<file path="src/rtl/core/ppu_pkg.sv">
// ----------------------------------------------------------------------------
// ppu_pkg: shared types and constants of the packed pattern unpacker
// Holds the result beat layout, parse phase codes and register indexes.
// ----------------------------------------------------------------------------
package ppu_pkg;

  // One result beat: a decoded cell or an end of pattern report.
  typedef struct packed {
    logic       kind;
    logic [15:0] row_index;
    logic [4:0] channel_index;
    logic [7:0] note_value;
    logic [7:0] instrument_number;
    logic       note_present;
    logic [7:0] volume_value;
    logic       volume_present;
    logic [7:0] effect_code;
    logic [7:0] effect_param;
    logic [3:0] warning_bits;
    logic       cell_dropped;
  } result_t;

  localparam logic KIND_CELL   = 1'b0;
  localparam logic KIND_REPORT = 1'b1;

  // Parse phases, one-hot.
  typedef enum logic [10:0] {
    PH_LEN0   = 11'b000_0000_0001,
    PH_LEN1   = 11'b000_0000_0010,
    PH_ROWS0  = 11'b000_0000_0100,
    PH_ROWS1  = 11'b000_0000_1000,
    PH_STATUS = 11'b000_0001_0000,
    PH_NOTE   = 11'b000_0010_0000,
    PH_INSTR  = 11'b000_0100_0000,
    PH_E1C    = 11'b000_1000_0000,
    PH_E1D    = 11'b001_0000_0000,
    PH_E2C    = 11'b010_0000_0000,
    PH_E2D    = 11'b100_0000_0000
  } phase_t;

  // Register indexes on the configuration port.
  localparam logic [1:0] REG_IGNORE_MASK = 2'd0;
  localparam logic [1:0] REG_NOTE_OFF    = 2'd1;
  localparam logic [1:0] REG_NOTE_NONE   = 2'd2;
  localparam logic [1:0] REG_LAST_NOTE   = 2'd3;

  // Stream byte codes and effect numbers.
  localparam logic [7:0] NOTE_OFF_BYTE  = 8'd160;
  localparam logic [7:0] NOTE_NONE_BYTE = 8'd255;
  localparam logic [7:0] FX_VOLUME      = 8'h0c;
  localparam logic [7:0] FX_PANNING     = 8'h0a;
  localparam logic [7:0] FX_LAST_LETTER = 8'h23;
  localparam logic [7:0] FX_LAST_DIGIT  = 8'h09;
  localparam logic [7:0] VOLUME_MAX     = 8'h40;
  localparam logic [7:0] PAN_BASE       = 8'd128;
  localparam logic [16:0] COUNT_MAX     = 17'h1ffff;

  localparam int WARN_ODD_NOTE = 0;
  localparam int WARN_STRAY_FX = 1;
  localparam int WARN_LOST_FX  = 2;
  localparam int WARN_LENGTH   = 3;

endpackage

</file>
<file path="src/rtl/core/ppu_byte_if.sv">
// ----------------------------------------------------------------------------
// ppu_byte_if: input byte channel
// Valid/ready channel that carries one stream byte per beat.
// ----------------------------------------------------------------------------
interface ppu_byte_if;
  logic       valid;
  logic       ready;
  logic [7:0] data_byte;

  modport source (output valid, output data_byte, input ready);
  modport sink (input valid, input data_byte, output ready);
endinterface

</file>
<file path="src/rtl/core/ppu_result_if.sv">
// ----------------------------------------------------------------------------
// ppu_result_if: result channel
// Valid/ready channel that carries one decoded cell or report per beat.
// ----------------------------------------------------------------------------
interface ppu_result_if;
  logic            valid;
  logic            ready;
  ppu_pkg::result_t data;

  modport source (output valid, output data, input ready);
  modport sink (input valid, input data, output ready);
endinterface

</file>
<file path="src/rtl/core/packed_pattern_unpacker_core.sv">
// ----------------------------------------------------------------------------
// packed_pattern_unpacker_core: packed pattern stream decoder
// Parses a packed pattern byte stream into cells and end of pattern reports.
// ----------------------------------------------------------------------------
// Throughput: one input beat per cycle, sustained, while results are taken.
// Output: the result beat for the byte that completes it is registered
//   in the output register, or parked in the skid entry while the output
//   register is held; behind the parse state these are the only stages.
// Reset: synchronous, active high; the parser expects a first length byte,
//   all counters clear, registers take their documented defaults.
module packed_pattern_unpacker_core #(
  parameter int CHANNEL_COUNT = 32
) (
  input  logic               clk,
  input  logic               rst,
  ppu_byte_if.sink           stream,
  ppu_result_if.source       cells,
  input  logic               psel,
  input  logic               penable,
  input  logic               pwrite,
  input  logic [3:0]         paddr,
  input  logic [31:0]        pwdata,
  output logic [31:0]        prdata,
  output logic               pready
);

  localparam int MASK_IDX_W = (CHANNEL_COUNT > 1) ? $clog2(CHANNEL_COUNT) : 1;

  // --------------------------------------------------------------------------
  // Configuration registers. Only the channels that exist get a mask bit.
  // --------------------------------------------------------------------------
  logic [CHANNEL_COUNT-1:0] ignore_mask;
  logic [7:0]               note_off_code;
  logic [7:0]               note_none_code;
  logic [7:0]               last_valid_note;
  logic                     cfg_write;

  assign pready    = 1'b1;
  assign cfg_write = psel & penable & pwrite & pready;

  always_ff @(posedge clk) begin
    if (rst) begin
      ignore_mask     <= '0;
      note_off_code   <= 8'd255;
      note_none_code  <= 8'd0;
      last_valid_note <= 8'd120;
    end else if (cfg_write) begin
      case (paddr[3:2])
        ppu_pkg::REG_IGNORE_MASK: ignore_mask     <= pwdata[CHANNEL_COUNT-1:0];
        ppu_pkg::REG_NOTE_OFF:    note_off_code   <= pwdata[7:0];
        ppu_pkg::REG_NOTE_NONE:   note_none_code  <= pwdata[7:0];
        ppu_pkg::REG_LAST_NOTE:   last_valid_note <= pwdata[7:0];
        default: begin
        end
      endcase
    end
  end

  always_comb begin
    case (paddr[3:2])
      ppu_pkg::REG_IGNORE_MASK: prdata = 32'(ignore_mask);
      ppu_pkg::REG_NOTE_OFF:    prdata = {24'd0, note_off_code};
      ppu_pkg::REG_NOTE_NONE:   prdata = {24'd0, note_none_code};
      ppu_pkg::REG_LAST_NOTE:   prdata = {24'd0, last_valid_note};
      default:                  prdata = 32'd0;
    endcase
  end

  // --------------------------------------------------------------------------
  // Panning fold: floor(d * 64 / 255) + 128. With x = 64*d, floor(x/256) is
  // d[7:2] and the leftover x - 255*floor(x/256) = (x mod 256) + d[7:2]
  // never reaches 510, so a single compare against 255 corrects the quotient.
  // The corrected quotient reaches 64 at full scale, so it needs seven bits.
  // --------------------------------------------------------------------------
  function automatic logic [7:0] pan_of(input logic [7:0] d);
    logic [8:0] rem;
    logic [6:0] quo;
    rem = {1'b0, d[1:0], 6'd0} + {3'd0, d[7:2]};
    quo = {1'b0, d[7:2]} + {6'd0, (rem >= 9'd255)};
    return ppu_pkg::PAN_BASE + {1'b0, quo};
  endfunction

  function automatic logic [7:0] vol_of(input logic [7:0] d);
    return (d < ppu_pkg::VOLUME_MAX) ? d : ppu_pkg::VOLUME_MAX;
  endfunction

  // --------------------------------------------------------------------------
  // Parse state.
  // --------------------------------------------------------------------------
  ppu_pkg::phase_t phase, phase_next;
  logic [15:0] pattern_length, pattern_length_next;
  logic [15:0] row_total, row_total_next;
  logic [15:0] row_counter, row_counter_next;
  logic [16:0] bytes_consumed, bytes_consumed_next;
  logic [7:0]  status_held, status_held_next;
  logic [7:0]  note_held, note_held_next;
  logic [7:0]  instrument_held, instrument_held_next;
  logic [7:0]  first_code, first_code_next;
  logic [7:0]  first_data, first_data_next;
  logic [7:0]  second_code, second_code_next;

  logic        in_fire;
  logic [7:0]  b;
  logic [16:0] count_base;
  logic        emit_cell;
  logic        emit_report;

  // Output register plus one skid entry; the input only stalls while the
  // skid entry is full.
  logic              out_valid;
  ppu_pkg::result_t  out_data;
  logic              skid_valid;
  ppu_pkg::result_t  skid_data;
  logic              out_fire;

  assign stream.ready = ~skid_valid;
  assign in_fire      = stream.valid & stream.ready;
  assign out_fire     = out_valid & cells.ready;
  assign b            = stream.data_byte;

  // Next state for every phase. The cell is built from the next values of
  // the held fields, so the byte that finishes a cell takes part directly.
  always_comb begin
    phase_next           = phase;
    pattern_length_next  = pattern_length;
    row_total_next       = row_total;
    row_counter_next     = row_counter;
    status_held_next     = status_held;
    note_held_next       = note_held;
    instrument_held_next = instrument_held;
    first_code_next      = first_code;
    first_data_next      = first_data;
    second_code_next     = second_code;
    emit_cell            = 1'b0;
    emit_report          = 1'b0;

    // The byte count restarts with every new pattern and saturates.
    count_base = (phase == ppu_pkg::PH_LEN0) ? 17'd0 : bytes_consumed;
    bytes_consumed_next = (count_base == ppu_pkg::COUNT_MAX) ? count_base
                                                             : count_base + 17'd1;

    case (phase)
      ppu_pkg::PH_LEN0: begin
        pattern_length_next = {8'd0, b};
        phase_next          = ppu_pkg::PH_LEN1;
      end
      ppu_pkg::PH_LEN1: begin
        pattern_length_next = {b, pattern_length[7:0]};
        phase_next          = ppu_pkg::PH_ROWS0;
      end
      ppu_pkg::PH_ROWS0: begin
        row_total_next = {8'd0, b};
        phase_next     = ppu_pkg::PH_ROWS1;
      end
      ppu_pkg::PH_ROWS1: begin
        row_total_next   = {b, row_total[7:0]};
        row_counter_next = 16'd0;
        if (row_total_next == 16'd0) begin
          emit_report = 1'b1;
          phase_next  = ppu_pkg::PH_LEN0;
        end else begin
          phase_next = ppu_pkg::PH_STATUS;
        end
      end
      ppu_pkg::PH_STATUS: begin
        if (b == 8'd0) begin
          // End of row.
          row_counter_next = row_counter + 16'd1;
          if (row_counter_next == row_total) begin
            emit_report = 1'b1;
            phase_next  = ppu_pkg::PH_LEN0;
          end
        end else begin
          status_held_next     = b;
          note_held_next       = 8'd0;
          instrument_held_next = 8'd0;
          first_code_next      = 8'd0;
          first_data_next      = 8'd0;
          second_code_next     = 8'd0;
          if (b[5]) begin
            phase_next = ppu_pkg::PH_NOTE;
          end else if (b[7:6] != 2'b00) begin
            phase_next = ppu_pkg::PH_E1C;
          end else begin
            emit_cell = 1'b1;
          end
        end
      end
      ppu_pkg::PH_NOTE: begin
        note_held_next = b;
        phase_next     = ppu_pkg::PH_INSTR;
      end
      ppu_pkg::PH_INSTR: begin
        instrument_held_next = b;
        if (status_held[7:6] != 2'b00) begin
          phase_next = ppu_pkg::PH_E1C;
        end else begin
          emit_cell  = 1'b1;
          phase_next = ppu_pkg::PH_STATUS;
        end
      end
      ppu_pkg::PH_E1C: begin
        first_code_next = b;
        phase_next      = ppu_pkg::PH_E1D;
      end
      ppu_pkg::PH_E1D: begin
        first_data_next = b;
        if (status_held[7:6] == 2'b11) begin
          phase_next = ppu_pkg::PH_E2C;
        end else begin
          emit_cell  = 1'b1;
          phase_next = ppu_pkg::PH_STATUS;
        end
      end
      ppu_pkg::PH_E2C: begin
        second_code_next = b;
        phase_next       = ppu_pkg::PH_E2D;
      end
      ppu_pkg::PH_E2D: begin
        emit_cell  = 1'b1;
        phase_next = ppu_pkg::PH_STATUS;
      end
      default: begin
        phase_next = ppu_pkg::PH_LEN0;
      end
    endcase
  end

  // --------------------------------------------------------------------------
  // Cell and report assembly.
  // --------------------------------------------------------------------------
  ppu_pkg::result_t res;
  logic [7:0] eff_raw;
  logic [4:0] ch;

  always_comb begin
    res     = '0;
    eff_raw = 8'd0;
    ch      = status_held_next[4:0];

    if (emit_report) begin
      res.kind      = ppu_pkg::KIND_REPORT;
      res.row_index = row_counter_next;
      res.warning_bits[ppu_pkg::WARN_LENGTH] =
        (bytes_consumed_next != {1'b0, pattern_length_next});
    end else begin
      res.kind          = ppu_pkg::KIND_CELL;
      res.row_index     = row_counter_next;
      res.channel_index = ch;
      res.note_value    = note_none_code;

      // Note and instrument, with the off and none codes remapped.
      if (status_held_next[5]) begin
        res.note_present      = 1'b1;
        res.instrument_number = instrument_held_next;
        if (note_held_next == ppu_pkg::NOTE_OFF_BYTE) begin
          res.note_value = note_off_code;
        end else if (note_held_next == ppu_pkg::NOTE_NONE_BYTE) begin
          res.note_value = note_none_code;
        end else begin
          res.note_value = note_held_next;
          res.warning_bits[ppu_pkg::WARN_ODD_NOTE] =
            (note_held_next == 8'd0) || (note_held_next > last_valid_note);
        end
      end

      // With two effects, a volume effect is folded first, then panning; the
      // other one stays as the effect. If neither folds, the first is lost.
      if (status_held_next[7:6] == 2'b11) begin
        if (first_code_next == ppu_pkg::FX_VOLUME) begin
          res.volume_value   = vol_of(first_data_next);
          res.volume_present = 1'b1;
          eff_raw            = second_code_next;
          res.effect_param   = b;
        end else if (second_code_next == ppu_pkg::FX_VOLUME) begin
          res.volume_value   = vol_of(b);
          res.volume_present = 1'b1;
          eff_raw            = first_code_next;
          res.effect_param   = first_data_next;
        end else if (first_code_next == ppu_pkg::FX_PANNING) begin
          res.volume_value   = pan_of(first_data_next);
          res.volume_present = 1'b1;
          eff_raw            = second_code_next;
          res.effect_param   = b;
        end else if (second_code_next == ppu_pkg::FX_PANNING) begin
          res.volume_value   = pan_of(b);
          res.volume_present = 1'b1;
          eff_raw            = first_code_next;
          res.effect_param   = first_data_next;
        end else begin
          res.warning_bits[ppu_pkg::WARN_LOST_FX] = 1'b1;
          eff_raw          = second_code_next;
          res.effect_param = b;
        end
      end else if (status_held_next[7:6] != 2'b00) begin
        eff_raw          = first_code_next;
        res.effect_param = first_data_next;
      end

      // Effect numbers become digits or letters; anything past the letter
      // range passes through and is flagged as a stray effect.
      if (eff_raw >= 8'd1 && eff_raw <= ppu_pkg::FX_LAST_DIGIT) begin
        res.effect_code = eff_raw + 8'h30;
      end else if (eff_raw >= ppu_pkg::FX_PANNING && eff_raw <= ppu_pkg::FX_LAST_LETTER) begin
        res.effect_code = eff_raw + 8'h40;
      end else begin
        res.effect_code = eff_raw;
        res.warning_bits[ppu_pkg::WARN_STRAY_FX] = (eff_raw != 8'd0);
      end

      // Channels past the configured count are always dropped.
      if (32'(ch) >= 32'(CHANNEL_COUNT)) begin
        res.cell_dropped = 1'b1;
      end else begin
        res.cell_dropped = ignore_mask[ch[MASK_IDX_W-1:0]];
      end
    end
  end

  // --------------------------------------------------------------------------
  // State registers.
  // --------------------------------------------------------------------------
  always_ff @(posedge clk) begin
    if (rst) begin
      phase           <= ppu_pkg::PH_LEN0;
      pattern_length  <= 16'd0;
      row_total       <= 16'd0;
      row_counter     <= 16'd0;
      bytes_consumed  <= 17'd0;
      status_held     <= 8'd0;
      note_held       <= 8'd0;
      instrument_held <= 8'd0;
      first_code      <= 8'd0;
      first_data      <= 8'd0;
      second_code     <= 8'd0;
    end else if (in_fire) begin
      phase           <= phase_next;
      pattern_length  <= pattern_length_next;
      row_total       <= row_total_next;
      row_counter     <= row_counter_next;
      bytes_consumed  <= bytes_consumed_next;
      status_held     <= status_held_next;
      note_held       <= note_held_next;
      instrument_held <= instrument_held_next;
      first_code      <= first_code_next;
      first_data      <= first_data_next;
      second_code     <= second_code_next;
    end
  end

  // --------------------------------------------------------------------------
  // Result register and skid entry. A new result goes straight to the
  // output register when it is free or being emptied, otherwise it parks in
  // the skid entry, which then stalls the input until it drains.
  // --------------------------------------------------------------------------
  logic res_valid;
  assign res_valid = in_fire & (emit_cell | emit_report);

  always_ff @(posedge clk) begin
    if (rst) begin
      out_valid  <= 1'b0;
      skid_valid <= 1'b0;
    end else if (skid_valid) begin
      if (out_fire) begin
        skid_valid <= 1'b0;
      end
    end else if (res_valid) begin
      if (!out_valid || out_fire) begin
        out_valid <= 1'b1;
      end else begin
        skid_valid <= 1'b1;
      end
    end else if (out_fire) begin
      out_valid <= 1'b0;
    end
  end

  always_ff @(posedge clk) begin
    if (skid_valid) begin
      if (out_fire) begin
        out_data <= skid_data;
      end
    end else if (res_valid) begin
      if (!out_valid || out_fire) begin
        out_data <= res;
      end else begin
        skid_data <= res;
      end
    end
  end

  assign cells.valid = out_valid;
  assign cells.data  = out_data;

  // --------------------------------------------------------------------------
  // Assertions.
  // --------------------------------------------------------------------------
  a_skid_behind_out: assert property (@(posedge clk) disable iff (rst)
    skid_valid |-> out_valid)
    else $error("skid entry full while output register empty");

  a_skid_stalls_input: assert property (@(posedge clk) disable iff (rst)
    (res_valid && out_valid && !out_fire) |=> (skid_valid && !stream.ready))
    else $error("result not parked when output stalled");

  a_report_clean: assert property (@(posedge clk) disable iff (rst)
    (out_valid && out_data.kind == ppu_pkg::KIND_REPORT) |->
      (out_data.channel_index == 5'd0 && out_data.note_value == 8'd0 &&
       out_data.effect_code == 8'd0 && out_data.cell_dropped == 1'b0 &&
       out_data.warning_bits[2:0] == 3'd0))
    else $error("report carries cell fields");

  a_report_restarts: assert property (@(posedge clk) disable iff (rst)
    (in_fire && emit_report) |=> (phase == ppu_pkg::PH_LEN0))
    else $error("parser did not restart after report");

  a_volume_range: assert property (@(posedge clk) disable iff (rst)
    (out_valid && out_data.volume_present) |->
      (out_data.volume_value <= 8'd64 ||
       (out_data.volume_value >= 8'd128 && out_data.volume_value <= 8'd192)))
    else $error("folded volume out of range");

endmodule

</file>
<file path="src/flat_wrapper.sv">
// flat-port wrapper written by rule: the top's interface ports become plain ports
module packed_pattern_unpacker_core_flat 
#(
  parameter int CHANNEL_COUNT = 32
)
  (clk, rst, psel, penable, pwrite, paddr, pwdata, prdata, pready, stream_valid, stream_data_byte, stream_ready, cells_valid, cells_data, cells_ready);
  ppu_byte_if stream_i ();
  ppu_result_if cells_i ();
  input  logic clk;
  input  logic rst;
  input  logic psel;
  input  logic penable;
  input  logic pwrite;
  input  logic [3:0] paddr;
  input  logic [31:0] pwdata;
  output logic [31:0] prdata;
  output logic pready;
  input wire logic [$bits(stream_i.valid)-1:0] stream_valid;
  input wire logic [$bits(stream_i.data_byte)-1:0] stream_data_byte;
  output wire logic [$bits(stream_i.ready)-1:0] stream_ready;
  output wire logic [$bits(cells_i.valid)-1:0] cells_valid;
  output wire logic [$bits(cells_i.data)-1:0] cells_data;
  input wire logic [$bits(cells_i.ready)-1:0] cells_ready;
  assign stream_i.valid = stream_valid;
  assign stream_i.data_byte = stream_data_byte;
  assign stream_ready = stream_i.ready;
  assign cells_valid = cells_i.valid;
  assign cells_data = cells_i.data;
  assign cells_i.ready = cells_ready;
  packed_pattern_unpacker_core #(.CHANNEL_COUNT(CHANNEL_COUNT)) u_core (.clk(clk), .rst(rst), .stream(stream_i), .cells(cells_i), .psel(psel), .penable(penable), .pwrite(pwrite), .paddr(paddr), .pwdata(pwdata), .prdata(prdata), .pready(pready));
endmodule
</file>
<file path="config.mk">
export PLATFORM = sky130hd
export DESIGN_NAME = packed_pattern_unpacker_core_flat
export DESIGN_NICKNAME = d
export VERILOG_FILES = /design/src/rtl/core/ppu_pkg.sv /design/src/rtl/core/ppu_byte_if.sv /design/src/rtl/core/ppu_result_if.sv /design/src/rtl/core/packed_pattern_unpacker_core.sv /design/src/flat_wrapper.sv
export SDC_FILE = /design/constraint.sdc
export NUM_CORES = 1
export LEC_CHECK = 0
export ABC_CLOCK_PERIOD_IN_PS = 7400
export BUFFER_PORTS_ARGS = -buffer_cell sky130_fd_sc_hd__buf_2
export CAP_MARGIN = 25
export CORE_MARGIN = 8
export CORE_UTILIZATION = 30
export DETAILED_ROUTE_END_ITERATION = 6
export PLACE_DENSITY = 0.52
export SETUP_SLACK_MARGIN = 0.1
export SYNTH_ARGS = -nofsm -noshare
export SYNTH_HDL_FRONTEND = slang
export SYNTH_SLANG_ARGS = --single-unit
</file>
<file path="constraint.sdc">
create_clock -name clk -period 7.4 [get_ports clk]
set_input_delay 1.11 -clock clk [delete_from_list [all_inputs] [get_ports clk]]
set_output_delay 1.11 -clock clk [all_outputs]
set_load 0.05 [all_outputs]
</file>
==> run metrics <==
outcome=complete, no violations; Post-Syn Area per Cell=9.26 sq um; Syn Inst Count=1817; Max-slew headroom=30.9%; peak supply drop=0.128 mV; CTS tree=yes; post_cts resized=0; most frequent cells in the layout=nor2_1, nand2_1, dfxtp_1; Leakage=7.28 nW; router iterations before antenna repair=5; RR Endpoint=u_core.cells.data[20]; pre-CTS worst setup slack=1.56 ns; critical path arrival=5.73 ns; vias in the first global route=13500; Internal=3.15 mW; Tmin final=5.39 ns; layout cells sized above 1=17.9%; worst-path fanout max=26; first-pass GRT wire length=77.3 mm; Comb pwr share=8.8%; YS warnings=0; detailed-route DRC error count=0; worst endpoint required time=7.75 ns; Avg WL per Cell=18.0 microns; post-synthesis simple-gate area fraction=20.7%; RD Place Congestion=0.873; final worst slack=2.01 ns; DR vias=13900; CTS max path bufs=3; element type at the critical path end=flip-flop; XOR/XNOR Fraction of Synth Area=3.70%; synthesized flop and latch total=320; Total GRT Usage=14.8%; num ports=155; Reg area=7790 sq um; Compound-Gate Fraction of Synth Area=17.8%; Root Driver=clkbuf_16; switching part of the total=24.3%; Chip Width=253 microns; Final Cell Area=19700 sq um; hpwl dp=33.0 mm; htree depth=2; Reg2Reg Depth=16; Clock Power Share=45.8%; Post-synth EDFFs=138; dpl cells=2629; Final Setup Violations=0; commonest non-fill, non-tap cell in the layout=nor2_1; Min-Delay Path Class=reg2reg; Final period util=72.8%; nets=1987; placed inst area=18400 sq um; fmax=186 MHz; mapped cell area=16800 sq um; ANT nets after route=0; main flop type after synthesis=dfxtp_1; clock-pin slew on the worst setup and hold paths=0.06 ns; pwr/cell area=212 nW/um^2; Hold Crit Start=u_core.ignore_mask[15]; Post-CTS Hold Fix Bufs=0; final non-filler cell total=2700; Total Wirelength=48.5 mm; PortBufs=151; FILL cells=5740; die height=253 microns; remaining global-route overflow=0; Crit. Startpoint=stream_data_byte[4]; RSZ-0062 raised after global routing=no; CTS sink count=320; count of final max-slew check failures=0; Net Sw Power=1.01 mW; maxcap violations=0; worst slew pin tran=1.04 ns; largest family of logic cells by synthesized area=simple AND/OR/NAND/NOR gates; initial antenna violation count=4; Detailed Route Iter0 Violations=930; CP Launch Type=input pin; post-synthesis sequential area ratio=46.3%; fin util=35.2%; mux cell area share after synthesis=6.40%; Vias per Instance=5.15; skew final=0.0260 ns; Skew-Pair Late Insertion Delay=0.55 ns; core area=56000 sq um; largest net degree at the start of global routing=75; TNS Setup=0 ns; Inserted Clock Buffers=38; Die ar.=63900 sq um; setup slack, reg-to-reg=2.21 ns; Crit Path Class=in2reg; Area growth syn-to-layout=16.9%; post-CTS setup buffer count=0; Yosys cell types=94; Worst Setup EP=u_core.cells.data[20]; r2r startpoint=u_core.phase[4]; Synth async-reset ratio=0%; Multi-input gate area=8490 sq um; effective utilization at floorplan=30.1%; Flop pwr share=45.4%; Synth Area in Adders=1.41%; Synthesized Nets=1887; Final Hold Vio Count=0; Rows=87
-- synth_stat cells (all sizes together), types with 8 or more instances --
| library cell | number | area share [%] |
|---|---|---|
| buf | 27 | 0.83 |
| mux2i | 39 | 2.3 |
| edfxtp | 138 | 25 |
| mux2 | 45 | 3.0 |
| dfxtp | 182 | 22 |
| nor2 | 233 | 5.3 |
| ha | 19 | 1.4 |
| o21ai | 80 | 2.5 |
| a21oi | 119 | 3.6 |
| mux4 | 8 | 1.1 |
| nor4 | 16 | 0.94 |
| nand2b | 12 | 0.45 |
| nor3 | 48 | 1.5 |
| a211oi | 53 | 2.4 |
| nor2b | 25 | 0.93 |
| nand3 | 53 | 1.6 |
| or4 | 9 | 0.45 |
| o21a | 11 | 0.49 |
| inv | 32 | 0.71 |
| nand4 | 17 | 0.74 |
| clkbuf | 96 | 2.1 |
| a21o | 8 | 0.36 |
| o31ai | 27 | 1.2 |
| o22ai | 10 | 0.37 |
| a22oi | 57 | 2.6 |
| and2 | 37 | 1.4 |
| nand2 | 212 | 4.8 |
| a22o | 13 | 0.68 |
| and3 | 21 | 0.78 |
| xnor2 | 46 | 2.4 |
| xor2 | 25 | 1.3 |
| a211o | 13 | 0.68 |
-- state kept, by name (all words and copies together), names as in the netlist --
signal                  cells
u_core.bytes_consumed      17
u_core.cells.data          69
u_core.cells.valid          1
u_core.first_code           8
u_core.first_data           8
u_core.ignore_mask         32
u_core.instrument_held      8
u_core.last_valid_note      8
u_core.note_held            8
u_core.note_none_code       8
u_core.note_off_code        8
u_core.pattern_length      16
u_core.phase               11
u_core.row_counter         16
u_core.row_total           16
u_core.second_code          8
u_core.skid_data           69
u_core.skid_valid           1
u_core.status_held          8
-- per-stage QoR --
stage	power, mW	hold slack (ns)
floorplan	2.18	0.436
global placement	2.28	0.447
detailed placement	2.29	0.459
CTS	4.22	0.468
global route	4.33	0.484
finish	4.16	0.465
-- layer usage --
metal	routed length, microns	GRT usage (%)
met5	37	0
met4	1000	4.13
met3	2610	3.27
met2	22100	23.7
met1	22700	20.0
-- final cells by class --
type                       instances  area share, %
antenna                            1         0.0127
clock buffer                      52           5.31
clock inverter                    14           1.02
inverter                          33          0.630
multi-input combinational       1341           43.1
sequential                       320           39.6
tap                              756           4.81
timing repair buffer             183           5.47
-- power groups by stage --
stage	combinational, mW	sequential (mW)	clock (mW)
detailed placement	0.363	1.93	0
global placement	0.355	1.93	0
finish	0.366	1.89	1.91
CTS	0.364	1.89	1.96
global route	0.406	1.89	2.03
floorplan	0.264	1.92	0
-- how the worst min path moves through the flow --
| stage | slack, ns | depth (start not counted) | endpoint |
|---|---|---|---|
| 3_3_place_gp | 0.45 | 2 | u_core.pattern_length[1] |
| 3_5_place_dp | 0.46 | 2 | u_core.ignore_mask[15] |
| 6_report | 0.46 | 2 | u_core.ignore_mask[15] |
| 4_1_cts | 0.47 | 2 | u_core.ignore_mask[15] |
| 5_1_grt | 0.48 | 2 | u_core.ignore_mask[19] |
| 2_1_floorplan | 0.44 | 2 | u_core.pattern_length[1] |
-- kinds of logic after synthesis --
logic type / count (synthesis)
XOR/XNOR: 71
AO/OA/AOI/OAI: 437
other: 1
multiplexers: 92
AND/OR/NAND/NOR: 721
adder cells (fa/ha/maj): 19
flip-flops: 320
buffers and inverters: 156
-- critical path: stages --
cell	delay, ns
buf_2	0.59
nor4_1	0.17
a21oi_2	0.31
nand2_1	0.11
o21ai_1	0.78
o211ai_2	0.22
and3_1	0.28
a22oi_1	0.35
inv_1	0.15
ha_1	0.25
o21ai_0	0.23
nor3_1	0.07
a21o_1	0.17
a211oi_2	0.29
nand2_1	0.12
o211a_2	0.17
o41ai_2	0.33
No activity file was read; power rests on OpenSTA's default activity.
